`src/offset_point_pi_tracking_controller_assert.svh`:
```
// assertion macros for the offset-point tracking controller
// used by the top level; expects clk_i and rst_ni in the including scope
`ifndef OFFSET_POINT_PI_TRACKING_CONTROLLER_ASSERT_SVH
`define OFFSET_POINT_PI_TRACKING_CONTROLLER_ASSERT_SVH
`ifndef SYNTH
`define OPPTC_ASSERT(lbl, prop) \
  lbl: assert property (@(posedge clk_i) disable iff (!rst_ni) prop) \
    else $error("opptc assertion failed");
`define OPPTC_NEVER(lbl, expr) \
  lbl: assert property (@(posedge clk_i) disable iff (!rst_ni) !(expr)) \
    else $error("opptc forbidden condition");
`else
`define OPPTC_ASSERT(lbl, prop)
`define OPPTC_NEVER(lbl, expr)
`endif
`endif

```
`src/opptc_pkg.sv`:
```
// shared types, constants and helpers of the offset-point tracking controller
// no dependencies
package opptc_pkg;

  localparam int WORD_BITS    = 24;
  localparam int FRAC_BITS    = 16;
  localparam int CORDIC_STEPS = 16;
  localparam int CSTEP_BITS   = $clog2(CORDIC_STEPS);
  localparam int CFG_BITS     = 23;
  localparam int WRAP_BITS    = WORD_BITS + 3;

  typedef logic signed [WORD_BITS-1:0] word_t;
  typedef logic signed [WRAP_BITS-1:0] wide_t;

  // angle and gain constants, Q8.16
  localparam word_t PI_Q      = 24'sd205887;
  localparam word_t HALF_PI_Q = 24'sd102943;
  localparam word_t KGAIN_Q   = 24'sd39797;
  localparam wide_t TWO_PI_W  = 27'sd411774;
  localparam wide_t PI_W      = 27'sd205887;
  localparam word_t POS_RESET = -24'sd6554;

  localparam logic [15:0] ATAN_LUT [CORDIC_STEPS] = '{
    16'd51472, 16'd30386, 16'd16055, 16'd8150, 16'd4091, 16'd2047, 16'd1024, 16'd512,
    16'd256, 16'd128, 16'd64, 16'd32, 16'd16, 16'd8, 16'd4, 16'd2
  };

  // register map
  typedef enum logic [2:0] {
    CFG_GAIN_P    = 3'd0,
    CFG_GAIN_I    = 3'd1,
    CFG_OFFSET_D  = 3'd2,
    CFG_INV_OFF   = 3'd3,
    CFG_PERIOD    = 3'd4,
    CFG_VEL_LIM   = 3'd5,
    CFG_TURN_LIM  = 3'd6,
    CFG_NONE      = 3'd7
  } cfg_idx_e;

  localparam logic [CFG_BITS-1:0] RST_GAIN_P   = 23'd327680;
  localparam logic [CFG_BITS-1:0] RST_GAIN_I   = 23'd131072;
  localparam logic [CFG_BITS-1:0] RST_OFFSET_D = 23'd13107;
  localparam logic [CFG_BITS-1:0] RST_INV_OFF  = 23'd327680;
  localparam logic [15:0]         RST_PERIOD   = 16'd1311;
  localparam logic [CFG_BITS-1:0] RST_VEL_LIM  = 23'd98304;
  localparam logic [CFG_BITS-1:0] RST_TURN_LIM = 23'd65536;

  // multiply sequence, one shared multiplier
  typedef enum logic [4:0] {
    OP_HEAD, OP_WD, OP_VC, OP_WDS, OP_VS, OP_WDC, OP_DXT, OP_DYT, OP_EXT, OP_EYT,
    OP_PEX, OP_IEX, OP_PEY, OP_IEY, OP_CU1, OP_SU2, OP_CU2, OP_SU1, OP_WC
  } op_e;

  // saturate a one-bit-grown sum to the word range
  function automatic word_t sat_word(input logic signed [WORD_BITS:0] v);
    logic signed [WORD_BITS:0] hi;
    logic signed [WORD_BITS:0] lo;
    hi = (WORD_BITS+1)'((1 <<< (WORD_BITS-1)) - 1);
    lo = -hi - (WORD_BITS+1)'(1);
    if (v > hi) return hi[WORD_BITS-1:0];
    else if (v < lo) return lo[WORD_BITS-1:0];
    else return v[WORD_BITS-1:0];
  endfunction

  function automatic word_t sat_add(input word_t a, input word_t b);
    return sat_word({a[WORD_BITS-1], a} + {b[WORD_BITS-1], b});
  endfunction

  function automatic word_t sat_sub(input word_t a, input word_t b);
    return sat_word({a[WORD_BITS-1], a} - {b[WORD_BITS-1], b});
  endfunction

  // symmetric clamp against an unsigned limit
  function automatic word_t clamp_sym(input word_t v, input logic [CFG_BITS-1:0] lim);
    logic signed [WORD_BITS:0] l;
    logic signed [WORD_BITS:0] nl;
    logic signed [WORD_BITS:0] x;
    l  = {2'b00, lim};
    nl = -l;
    x  = {v[WORD_BITS-1], v};
    if (x > l) return l[WORD_BITS-1:0];
    else if (x < nl) return nl[WORD_BITS-1:0];
    else return v;
  endfunction

endpackage

```
`src/opptc_if.sv`:
```
// valid/ready channel interfaces for input and result transfers
// depends on opptc_pkg
interface opptc_in_if;
  import opptc_pkg::*;
  logic  valid;
  logic  ready;
  word_t lin_vel;
  word_t ang_vel;
  word_t ref_x;
  word_t ref_y;
  modport source (output valid, lin_vel, ang_vel, ref_x, ref_y, input ready);
  modport sink (input valid, lin_vel, ang_vel, ref_x, ref_y, output ready);
endinterface

interface opptc_out_if;
  import opptc_pkg::*;
  logic              valid;
  logic              ready;
  word_t             vel_cmd;
  word_t             turn_cmd;
  word_t             pos_x;
  word_t             pos_y;
  logic signed [18:0] heading;
  word_t             err_x;
  word_t             err_y;
  modport source (output valid, vel_cmd, turn_cmd, pos_x, pos_y, heading, err_x, err_y,
                  input ready);
  modport sink (input valid, vel_cmd, turn_cmd, pos_x, pos_y, heading, err_x, err_y,
                output ready);
endinterface

```
`src/opptc_qmul.sv`:
```
// shared fixed-point multiplier: truncate magnitude toward zero, saturate, register
// depends on opptc_pkg
module opptc_qmul import opptc_pkg::*; (
  input  logic  clk_i,
  input  logic  en_i,
  input  word_t a_i,
  input  word_t b_i,
  output word_t prod_o
);

  logic [WORD_BITS-1:0]     mag_a;
  logic [WORD_BITS-1:0]     mag_b;
  logic [2*WORD_BITS-1:0]   full;
  logic [2*WORD_BITS-FRAC_BITS-1:0] shr;
  logic [2*WORD_BITS-FRAC_BITS-1:0] lim;
  logic                     neg;
  logic [WORD_BITS-1:0]     mag_r;
  word_t                    prod_q;

  // sign-magnitude product
  always_comb begin
    mag_a = a_i[WORD_BITS-1] ? WORD_BITS'(-a_i) : WORD_BITS'(a_i);
    mag_b = b_i[WORD_BITS-1] ? WORD_BITS'(-b_i) : WORD_BITS'(b_i);
    neg   = a_i[WORD_BITS-1] ^ b_i[WORD_BITS-1];
    full  = mag_a * mag_b;
    shr   = full[2*WORD_BITS-1:FRAC_BITS];
    lim   = (2*WORD_BITS-FRAC_BITS)'({1'b0, {(WORD_BITS-1){1'b1}}}) +
            (2*WORD_BITS-FRAC_BITS)'(neg);
    mag_r = (shr > lim) ? lim[WORD_BITS-1:0] : shr[WORD_BITS-1:0];
  end

  // result register
  always_ff @(posedge clk_i) begin
    if (en_i) begin
      prod_q <= neg ? word_t'(-mag_r) : word_t'(mag_r);
    end
  end

  assign prod_o = prod_q;

endmodule

```
`src/offset_point_pi_tracking_controller.sv`:
```
// top level of the offset-point PI tracking controller
// depends on opptc_pkg, opptc_if, opptc_qmul and the assertion header
//
//   channel  dir  handshake              payload
//   in_i     in   valid/ready            lin_vel ang_vel ref_x ref_y
//   out_o    out  valid/ready            vel_cmd turn_cmd pos_x pos_y heading err_x err_y
//   apb      in   psel/penable, pready=1 7 config registers at 4*i
//
// an item runs 19 products through the one shared multiplier, 16 cordic
// steps, and a wrap step for each 2*pi taken off the heading
// reset returns to idle, clears the heading and error sums, sets the
// position to POS_RESET and restores register defaults; no clearing pass
// in_i.ready is high only while idle; a finished result waits in the output
// register, so the next item may be taken before it is read
`include "offset_point_pi_tracking_controller_assert.svh"
module offset_point_pi_tracking_controller import opptc_pkg::*; (
  input  logic        clk_i,
  input  logic        rst_ni,
  opptc_in_if.sink    in_i,
  opptc_out_if.source out_o,
  input  logic        psel,
  input  logic        penable,
  input  logic        pwrite,
  input  logic [4:0]  paddr,
  input  logic [31:0] pwdata,
  output logic [31:0] prdata,
  output logic        pready
);

  typedef enum logic [4:0] {
    ST_IDLE = 5'b00001,
    ST_MAC  = 5'b00010,
    ST_WRAP = 5'b00100,
    ST_CORD = 5'b01000,
    ST_DONE = 5'b10000
  } state_e;

  state_e state_q;
  op_e    op_q;
  logic   ph_q;

  logic [CFG_BITS-1:0] gain_p_q, gain_i_q, offset_d_q, inv_off_q, vel_lim_q, turn_lim_q;
  logic [15:0]         period_q;

  word_t v_q, w_q, rx_q, ry_q;
  word_t heading_q, pos_x_q, pos_y_q, exs_q, eys_q;
  word_t sin_q, cos_q, wd_q, dx_q, dy_q, ex_q, ey_q, u1_q, u2_q, acc_q, vc_q, wc_q;
  wide_t t_q;
  word_t x_q, y_q, z_q;
  logic  flip_q;
  logic [CSTEP_BITS-1:0] cnt_q;

  logic  out_valid_q;
  word_t o_vel_q, o_turn_q, o_px_q, o_py_q, o_ex_q, o_ey_q;
  logic signed [18:0] o_head_q;

  word_t mul_a, mul_b, prod;
  logic  mul_en;
  word_t period_w;
  wide_t head_w;
  word_t head_new;
  cfg_idx_e widx;
  cfg_idx_e ridx;

  assign pready   = 1'b1;
  assign period_w = word_t'({8'd0, period_q});
  assign widx     = cfg_idx_e'(paddr[4:2]);
  assign ridx     = cfg_idx_e'(paddr[4:2]);

  // register read mux
  always_comb begin
    unique case (ridx)
      CFG_GAIN_P:   prdata = 32'(gain_p_q);
      CFG_GAIN_I:   prdata = 32'(gain_i_q);
      CFG_OFFSET_D: prdata = 32'(offset_d_q);
      CFG_INV_OFF:  prdata = 32'(inv_off_q);
      CFG_PERIOD:   prdata = 32'(period_q);
      CFG_VEL_LIM:  prdata = 32'(vel_lim_q);
      CFG_TURN_LIM: prdata = 32'(turn_lim_q);
      default:      prdata = 32'd0;
    endcase
  end

  // register writes
  always_ff @(posedge clk_i or negedge rst_ni) begin
    if (!rst_ni) begin
      gain_p_q   <= RST_GAIN_P;
      gain_i_q   <= RST_GAIN_I;
      offset_d_q <= RST_OFFSET_D;
      inv_off_q  <= RST_INV_OFF;
      period_q   <= RST_PERIOD;
      vel_lim_q  <= RST_VEL_LIM;
      turn_lim_q <= RST_TURN_LIM;
    end else if (psel && penable && pwrite && pready) begin
      unique case (widx)
        CFG_GAIN_P:   gain_p_q   <= pwdata[CFG_BITS-1:0];
        CFG_GAIN_I:   gain_i_q   <= pwdata[CFG_BITS-1:0];
        CFG_OFFSET_D: offset_d_q <= pwdata[CFG_BITS-1:0];
        CFG_INV_OFF:  inv_off_q  <= pwdata[CFG_BITS-1:0];
        CFG_PERIOD:   period_q   <= pwdata[15:0];
        CFG_VEL_LIM:  vel_lim_q  <= pwdata[CFG_BITS-1:0];
        CFG_TURN_LIM: turn_lim_q <= pwdata[CFG_BITS-1:0];
        default:      ;
      endcase
    end
  end

  // operand select for the shared multiplier
  always_comb begin
    unique case (op_q)
      OP_HEAD: begin mul_a = w_q;   mul_b = period_w; end
      OP_WD:   begin mul_a = w_q;   mul_b = word_t'({1'b0, offset_d_q}); end
      OP_VC:   begin mul_a = v_q;   mul_b = cos_q; end
      OP_WDS:  begin mul_a = wd_q;  mul_b = sin_q; end
      OP_VS:   begin mul_a = v_q;   mul_b = sin_q; end
      OP_WDC:  begin mul_a = wd_q;  mul_b = cos_q; end
      OP_DXT:  begin mul_a = dx_q;  mul_b = period_w; end
      OP_DYT:  begin mul_a = dy_q;  mul_b = period_w; end
      OP_EXT:  begin mul_a = ex_q;  mul_b = period_w; end
      OP_EYT:  begin mul_a = ey_q;  mul_b = period_w; end
      OP_PEX:  begin mul_a = word_t'({1'b0, gain_p_q}); mul_b = ex_q; end
      OP_IEX:  begin mul_a = word_t'({1'b0, gain_i_q}); mul_b = exs_q; end
      OP_PEY:  begin mul_a = word_t'({1'b0, gain_p_q}); mul_b = ey_q; end
      OP_IEY:  begin mul_a = word_t'({1'b0, gain_i_q}); mul_b = eys_q; end
      OP_CU1:  begin mul_a = cos_q; mul_b = u1_q; end
      OP_SU2:  begin mul_a = sin_q; mul_b = u2_q; end
      OP_CU2:  begin mul_a = cos_q; mul_b = u2_q; end
      OP_SU1:  begin mul_a = sin_q; mul_b = u1_q; end
      OP_WC:   begin mul_a = word_t'({1'b0, inv_off_q}); mul_b = acc_q; end
      default: begin mul_a = '0;    mul_b = '0; end
    endcase
  end

  assign mul_en = (state_q == ST_MAC) && !ph_q;

  opptc_qmul u_qmul (
    .clk_i  (clk_i),
    .en_i   (mul_en),
    .a_i    (mul_a),
    .b_i    (mul_b),
    .prod_o (prod)
  );

  // heading candidate once the wrap has settled
  assign head_w   = t_q - PI_W;
  assign head_new = head_w[WORD_BITS-1:0];

  // sequencer and datapath
  always_ff @(posedge clk_i or negedge rst_ni) begin
    if (!rst_ni) begin
      state_q     <= ST_IDLE;
      op_q        <= OP_HEAD;
      ph_q        <= 1'b0;
      cnt_q       <= '0;
      heading_q   <= '0;
      pos_x_q     <= POS_RESET;
      pos_y_q     <= POS_RESET;
      exs_q       <= '0;
      eys_q       <= '0;
      out_valid_q <= 1'b0;
    end else begin
      // result register fills from the done state, empties on a transfer
      if (state_q == ST_DONE && (!out_valid_q || out_o.ready)) out_valid_q <= 1'b1;
      else if (out_valid_q && out_o.ready) out_valid_q <= 1'b0;
      unique case (state_q)
        ST_IDLE: begin
          if (in_i.valid) begin
            v_q     <= in_i.lin_vel;
            w_q     <= in_i.ang_vel;
            rx_q    <= in_i.ref_x;
            ry_q    <= in_i.ref_y;
            op_q    <= OP_HEAD;
            ph_q    <= 1'b0;
            state_q <= ST_MAC;
          end
        end
        ST_MAC: begin
          if (!ph_q) begin
            ph_q <= 1'b1;
          end else begin
            ph_q <= 1'b0;
            op_q <= (op_q == OP_WC) ? OP_HEAD : op_e'(op_q + 5'd1);
            unique case (op_q)
              OP_HEAD: begin
                t_q     <= wide_t'(heading_q) + wide_t'(prod) + PI_W;
                state_q <= ST_WRAP;
              end
              OP_WD:  wd_q  <= prod;
              OP_VC:  acc_q <= prod;
              OP_WDS: dx_q  <= sat_sub(acc_q, prod);
              OP_VS:  acc_q <= prod;
              OP_WDC: dy_q  <= sat_add(acc_q, prod);
              OP_DXT: pos_x_q <= sat_add(pos_x_q, prod);
              OP_DYT: begin
                pos_y_q <= sat_add(pos_y_q, prod);
                ex_q    <= sat_sub(rx_q, pos_x_q);
              end
              OP_EXT: begin
                exs_q <= sat_add(exs_q, prod);
                ey_q  <= sat_sub(ry_q, pos_y_q);
              end
              OP_EYT: eys_q <= sat_add(eys_q, prod);
              OP_PEX: acc_q <= prod;
              OP_IEX: u1_q  <= sat_add(acc_q, prod);
              OP_PEY: acc_q <= prod;
              OP_IEY: u2_q  <= sat_add(acc_q, prod);
              OP_CU1: acc_q <= prod;
              OP_SU2: vc_q  <= clamp_sym(sat_add(acc_q, prod), vel_lim_q);
              OP_CU2: acc_q <= prod;
              OP_SU1: acc_q <= sat_sub(acc_q, prod);
              OP_WC: begin
                wc_q    <= clamp_sym(prod, turn_lim_q);
                state_q <= ST_DONE;
              end
              default: ;
            endcase
          end
        end
        ST_WRAP: begin
          // one period of 2*pi per cycle, then seed the rotation
          priority if (t_q >= TWO_PI_W) begin
            t_q <= t_q - TWO_PI_W;
          end else if (t_q < 0) begin
            t_q <= t_q + TWO_PI_W;
          end else begin
            heading_q <= head_new;
            x_q       <= KGAIN_Q;
            y_q       <= '0;
            cnt_q     <= '0;
            state_q   <= ST_CORD;
            priority if (head_new > HALF_PI_Q) begin
              z_q    <= head_new - PI_Q;
              flip_q <= 1'b1;
            end else if (head_new < -HALF_PI_Q) begin
              z_q    <= head_new + PI_Q;
              flip_q <= 1'b1;
            end else begin
              z_q    <= head_new;
              flip_q <= 1'b0;
            end
          end
        end
        ST_CORD: begin
          // one rotation step per cycle
          if (!z_q[WORD_BITS-1]) begin
            x_q <= x_q - (y_q >>> cnt_q);
            y_q <= y_q + (x_q >>> cnt_q);
            z_q <= z_q - word_t'({8'd0, ATAN_LUT[cnt_q]});
          end else begin
            x_q <= x_q + (y_q >>> cnt_q);
            y_q <= y_q - (x_q >>> cnt_q);
            z_q <= z_q + word_t'({8'd0, ATAN_LUT[cnt_q]});
          end
          cnt_q <= cnt_q + CSTEP_BITS'(1);
          if (cnt_q == CSTEP_BITS'(CORDIC_STEPS - 1)) begin
            state_q <= ST_MAC;
          end
        end
        ST_DONE: begin
          if (!out_valid_q || out_o.ready) begin
            o_vel_q     <= vc_q;
            o_turn_q    <= wc_q;
            o_px_q      <= pos_x_q;
            o_py_q      <= pos_y_q;
            o_head_q    <= heading_q[18:0];
            o_ex_q      <= ex_q;
            o_ey_q      <= ey_q;
            state_q     <= ST_IDLE;
          end
        end
        default: state_q <= ST_IDLE;
      endcase
    end
  end

  // finished sine and cosine, sign restored for the far half-plane
  always_ff @(posedge clk_i) begin
    if (state_q == ST_CORD && cnt_q == CSTEP_BITS'(CORDIC_STEPS - 1)) begin
      sin_q <= flip_q ? -(y_q + (!z_q[WORD_BITS-1] ? (x_q >>> cnt_q) : -(x_q >>> cnt_q)))
                      :  (y_q + (!z_q[WORD_BITS-1] ? (x_q >>> cnt_q) : -(x_q >>> cnt_q)));
      cos_q <= flip_q ? -(x_q - (!z_q[WORD_BITS-1] ? (y_q >>> cnt_q) : -(y_q >>> cnt_q)))
                      :  (x_q - (!z_q[WORD_BITS-1] ? (y_q >>> cnt_q) : -(y_q >>> cnt_q)));
    end
  end

  // channel outputs
  assign in_i.ready     = (state_q == ST_IDLE);
  assign out_o.valid    = out_valid_q;
  assign out_o.vel_cmd  = o_vel_q;
  assign out_o.turn_cmd = o_turn_q;
  assign out_o.pos_x    = o_px_q;
  assign out_o.pos_y    = o_py_q;
  assign out_o.heading  = o_head_q;
  assign out_o.err_x    = o_ex_q;
  assign out_o.err_y    = o_ey_q;

  // checks
  `OPPTC_ASSERT(a_take_starts, (in_i.valid && in_i.ready) |=> (state_q == ST_MAC))
  `OPPTC_NEVER(a_head_range, (heading_q < -PI_Q) || (heading_q >= PI_Q))
  `OPPTC_ASSERT(a_result_kept, (out_valid_q && !out_o.ready) |=> out_valid_q)
  `OPPTC_ASSERT(a_done_loads, (state_q == ST_DONE && !out_valid_q) |=> out_valid_q)
  `OPPTC_ASSERT(a_state_onehot, $onehot(state_q))

endmodule
```
`src/flat_wrapper.sv`:
```
// flat-port wrapper written by rule: the top's interface ports become plain ports
module offset_point_pi_tracking_controller_flat import opptc_pkg::*;
  (clk_i, rst_ni, psel, penable, pwrite, paddr, pwdata, prdata, pready, in_i_valid, in_i_lin_vel, in_i_ang_vel, in_i_ref_x, in_i_ref_y, in_i_ready, out_o_valid, out_o_vel_cmd, out_o_turn_cmd, out_o_pos_x, out_o_pos_y, out_o_heading, out_o_err_x, out_o_err_y, out_o_ready);
  opptc_in_if in_i_i ();
  opptc_out_if out_o_i ();
  input  logic clk_i;
  input  logic rst_ni;
  input  logic psel;
  input  logic penable;
  input  logic pwrite;
  input  logic [4:0] paddr;
  input  logic [31:0] pwdata;
  output logic [31:0] prdata;
  output logic pready;
  input wire logic [$bits(in_i_i.valid)-1:0] in_i_valid;
  input wire logic [$bits(in_i_i.lin_vel)-1:0] in_i_lin_vel;
  input wire logic [$bits(in_i_i.ang_vel)-1:0] in_i_ang_vel;
  input wire logic [$bits(in_i_i.ref_x)-1:0] in_i_ref_x;
  input wire logic [$bits(in_i_i.ref_y)-1:0] in_i_ref_y;
  output wire logic [$bits(in_i_i.ready)-1:0] in_i_ready;
  output wire logic [$bits(out_o_i.valid)-1:0] out_o_valid;
  output wire logic [$bits(out_o_i.vel_cmd)-1:0] out_o_vel_cmd;
  output wire logic [$bits(out_o_i.turn_cmd)-1:0] out_o_turn_cmd;
  output wire logic [$bits(out_o_i.pos_x)-1:0] out_o_pos_x;
  output wire logic [$bits(out_o_i.pos_y)-1:0] out_o_pos_y;
  output wire logic [$bits(out_o_i.heading)-1:0] out_o_heading;
  output wire logic [$bits(out_o_i.err_x)-1:0] out_o_err_x;
  output wire logic [$bits(out_o_i.err_y)-1:0] out_o_err_y;
  input wire logic [$bits(out_o_i.ready)-1:0] out_o_ready;
  assign in_i_i.valid = in_i_valid;
  assign in_i_i.lin_vel = in_i_lin_vel;
  assign in_i_i.ang_vel = in_i_ang_vel;
  assign in_i_i.ref_x = in_i_ref_x;
  assign in_i_i.ref_y = in_i_ref_y;
  assign in_i_ready = in_i_i.ready;
  assign out_o_valid = out_o_i.valid;
  assign out_o_vel_cmd = out_o_i.vel_cmd;
  assign out_o_turn_cmd = out_o_i.turn_cmd;
  assign out_o_pos_x = out_o_i.pos_x;
  assign out_o_pos_y = out_o_i.pos_y;
  assign out_o_heading = out_o_i.heading;
  assign out_o_err_x = out_o_i.err_x;
  assign out_o_err_y = out_o_i.err_y;
  assign out_o_i.ready = out_o_ready;
  offset_point_pi_tracking_controller u_core (.clk_i(clk_i), .rst_ni(rst_ni), .in_i(in_i_i), .out_o(out_o_i), .psel(psel), .penable(penable), .pwrite(pwrite), .paddr(paddr), .pwdata(pwdata), .prdata(prdata), .pready(pready));
endmodule
```
`config.mk`:
```
export PLATFORM = sky130hd
export DESIGN_NAME = offset_point_pi_tracking_controller_flat
export DESIGN_NICKNAME = d
export VERILOG_FILES = /design/src/opptc_pkg.sv /design/src/opptc_if.sv /design/src/opptc_qmul.sv /design/src/offset_point_pi_tracking_controller.sv /design/src/flat_wrapper.sv
export VERILOG_INCLUDE_DIRS = /design/src /design/src/src
export SDC_FILE = /design/constraint.sdc
export NUM_CORES = 2
export LEC_CHECK = 0
export ABC_AREA = 1
export BUFFER_PORTS_ARGS = -buffer_cell sky130_fd_sc_hd__buf_2
export CORE_UTILIZATION = 64
export DETAILED_ROUTE_END_ITERATION = 6
export PLACE_DENSITY_LB_ADDON = 0.15
export SLEW_MARGIN = 20
export SYNTH_ARGS = -nofsm -noshare
export SYNTH_HDL_FRONTEND = slang
export SYNTH_SLANG_ARGS = --single-unit
```
`constraint.sdc`:
```
create_clock -name clk_i -period 15.11 [get_ports clk_i]
set_input_delay 1.511 -clock clk_i [delete_from_list [all_inputs] [get_ports clk_i]]
set_output_delay 1.511 -clock clk_i [all_outputs]
set_load 0.1 [all_outputs]
```
==> summary.txt <==
Setup path
  • Reg2reg start: u_core.op_q[1]
  • R2r endpoint: u_core.u_qmul.prod_o[22]
  • R2r worst-path depth: 68
  • CP endpoint: u_core.u_qmul.prod_o[22]
  • Slowest cell on the critical path: sky130_fd_sc_hd__fa_1
  • Data arrival time of the worst path: 14.88 ns
  • Type of origin of the critical path: register
  • CP Launch Point: u_core.op_q[1]
  • Total stage count of the critical path: 68
  • Register-to-register path setup slack: 0.74 ns
  • Biggest cell delay along the critical path: 0.57 ns
  • Crit. End Element: register
  • Crit path required time: 15.63 ns
  • Cell family with the largest share of critical-path delay: adder cells
  • Maximum fanout count along the critical path: 17
  • Buffering stage count on the worst path with inverters included: 19
  • CP Class: reg2reg
  • Most prevalent standard cell on the critical path: sky130_fd_sc_hd__inv_1

Timing
  • Share of the cycle needed by the critical path after routing: 95.1%
  • Highest attainable clock frequency: 69.6 MHz
  • Final Hold Fails: 0
  • Max Transition Viols Final: 0
  • Final setup violation count: 0
  • Post-route minimum period: 14.37 ns
  • Worst Tran Pin Value: 1.20 ns
  • Setup tns final: 0 ns
  • Worst rel slew slack: 18.9%
  • Post-Route Skew: 0.0723 ns

Hold path
  • Hold Path Class: reg2reg

Cells and area
  • Area of all sequential standard cells: 27500 um^2
  • Commonest non-fill, non-tap cells in the layout: sky130_fd_sc_hd__nand2_1 (2366), sky130_fd_sc_hd__inv_1 (1659), sky130_fd_sc_hd__o21ai_0 (908), sky130_fd_sc_hd__nor2_1 (678), sky130_fd_sc_hd__edfxtp_1 (671)
  • Cell area after layout: 93400 um^2
  • Layout cells sized above 1: 9.61%
  • Multi-input combinational cell area: 49600 um^2
  • Most common library cell in the layout ignoring fill and taps: sky130_fd_sc_hd__nand2_1
  • Post-layout utilization of the core: 71.7%
  • Largest register by flop count: u_core.t_q
  • Number of nets in the finished design: 12123
  • Number of flip-flops in the largest register: 27
  • Layout overhead on the synthesized area: 10.5%
  • Number of filler instances in the final layout: 10144

Place
  • DP HPWL: 234 mm
  • Global placer's final weighted congestion: 1.10
  • Number of I/O port buffers: 316
  • Cell Area, Placed: 89600 um^2

Logic synthesis
  • Flip-flop cell with the highest count after synthesis: sky130_fd_sc_hd__edfxtp_1
  • Post-synthesis cell area: 84500 um^2
  • Proportion of register bits with asynchronous set or reset after synthesis: 30.2%
  • Complex-gate fraction of the synthesized area: 14.4%
  • Post-synth top area cell: sky130_fd_sc_hd__edfxtp_1
  • Simple-gate area share of the yosys netlist: 18.0%
  • Post-synthesis cell count: 10437
  • Post-synth EDFFs: 671
  • Adder-cell share of the synthesized area: 21.3%
  • Largest cells by area after synthesis: sky130_fd_sc_hd__edfxtp_1 (24%), sky130_fd_sc_hd__fa_1 (12%), sky130_fd_sc_hd__nand2_1 (11%)
  • Flip-flop and latch count after synthesis: 961
  • Mean instance size in the synthesized netlist: 8.10 um^2
  • Synth unique cells: 77
  • Xor-xnor portion of the synthesized cell area: 4.52%
  • Synth top area share: 23.8%
  • Synth Warn #: 0
  • Proportion of synthesized area in mux cells: 0.0489%
  • Combinational family with the most area after synthesis: adder cells
  • Sequential-to-total area share from yosys stat: 32.5%

CTS
  • CTS tree: done
  • Insertion delay of the later-clocked pin in the worst-skew pair: 0.78 ns
  • Clock transition at path regs: 0.06 ns
  • Total number of clock tree sinks: 961
  • Root buffer cell: sky130_fd_sc_hd__clkbuf_16
  • Count of H-tree levels built during CTS: 3
  • Number of buffers created by CTS: 105
  • Maximum buffer depth of the clock tree: 3

Routing
  • Length of the first detailed-routing pass in iterations: 7
  • Via Count: 78591
  • DR iter-0 viols: 9848
  • DRC Markers: 0
  • Detail-routed via count per cell: 6.19
  • ANT nets after route: 0
  • Average routed wire per standard cell: 24.0 um
  • Wirelength, routed: 304 mm

Floorplanning
  • Area enclosed by the die boundary: 133000 um^2
  • Io pins: 338
  • Die Height: 365 um
  • Placeable Area: 130000 um^2
  • Initial core utilization: 64.8%
  • Chip width: 365 um
  • Cell row count: 132

Global routing
  • Global-route wire length before repair: 450 mm
  • Largest net degree at the start of global routing: 98
  • Overall Global Routing Usage: 45.4%
  • Via count of the first global-routing pass: 74696
  • Aggregate global routing overflow: 0
  • Initial antenna violation count: 19

Flow run
  • Reported max-cap violation count: 0

Outcome
  • Status: finished clean
## timing repair
item | CTS | global route
endpoints found under the setup margin | 0 | 20
setup buffers | 0 | 0
hold buffers | 0 | 0
resized for setup | 0 | 13
## worst min-delay path by stage
stage | startpoint | endpoint | slack [ns] | depth (start not counted)
finish | u_core.wc_q[20] | u_core.out_o.turn_cmd[20] | 0.40 | 0
floorplan | u_core.wc_q[0] | u_core.out_o.turn_cmd[0] | 0.40 | 0
global placement | u_core.wc_q[23] | u_core.out_o.turn_cmd[23] | 0.40 | 0
global route | u_core.vc_q[0] | u_core.out_o.vel_cmd[0] | 0.40 | 0
detailed placement | u_core.vc_q[15] | u_core.out_o.vel_cmd[15] | 0.40 | 0
CTS | u_core.vc_q[0] | u_core.out_o.vel_cmd[0] | 0.40 | 0
## cell families (layout without fill, tap and decap cells)
kind of cell / count (synthesis) / in the layout
XOR/XNOR: 436 / 436
AND/OR/NAND/NOR: 3727 / 3727
multiplexers: 4 / 4
other: 2 / 24
buffers and inverters: 2039 / 2527
AO/OA/AOI/OAI: 2125 / 2125
adder cells (fa/ha/maj): 1143 / 1143
flip-flops: 961 / 961
## Yosys cell counts (all sizes together) (26+ instances only)
master,n
a31oi,48
o21bai,28
nor4,38
a22o,26
dfstp,58
buf,93
a21oi,625
nand2,2390
fa,495
nand3,312
or2,57
o21ai,942
xnor2,110
ha,648
o22ai,78
xor2,326
nand4,69
nor2,719
edfxtp,671
a221oi,79
dfrtp,232
inv,1677
nor3,121
o21a,35
o211ai,46
a22oi,74
clkbuf,254
## routing by layer
| layer | track usage, % | share of wire, % | wire length [um] | vias to the layer above |
|---|---|---|---|---|
| li1 | - | - | - | 35129 |
| met1 | 57.6 | 37 | 112000 | 37288 |
| met2 | 67.2 | 42 | 129000 | 5004 |
| met3 | 15.0 | 14 | 41200 | 1156 |
| met4 | 27.6 | 7.3 | 22200 | 14 |
| met5 | 0 | 0.035 | 107 | - |
## layout make-up
| class | count | area share [%] |
|---|---|---|
| multi-input cells | 7445 | 53.1 |
| flip-flops and latches | 961 | 29.4 |
| inverters | 1692 | 6.80 |
| repair buffers | 635 | 4.39 |
| clock buffers | 141 | 3.05 |
| well taps | 1742 | 2.33 |
| clock inverters | 59 | 0.841 |
| diodes | 14 | 0.0375 |
## per-stage QoR
stage	cells	hold WS, ns	setup WS, ns
floorplan	10445	0.400	1.68
global placement	12474	0.402	0.903
detailed placement	12474	0.405	0.746
CTS	12674	0.396	0.658
global route	12676	0.396	-0.0104
finish	12689	0.399	0.745
Power is not shown: default switching activity piles up to over one toggle a cycle in this logic, so the estimate is an artifact.
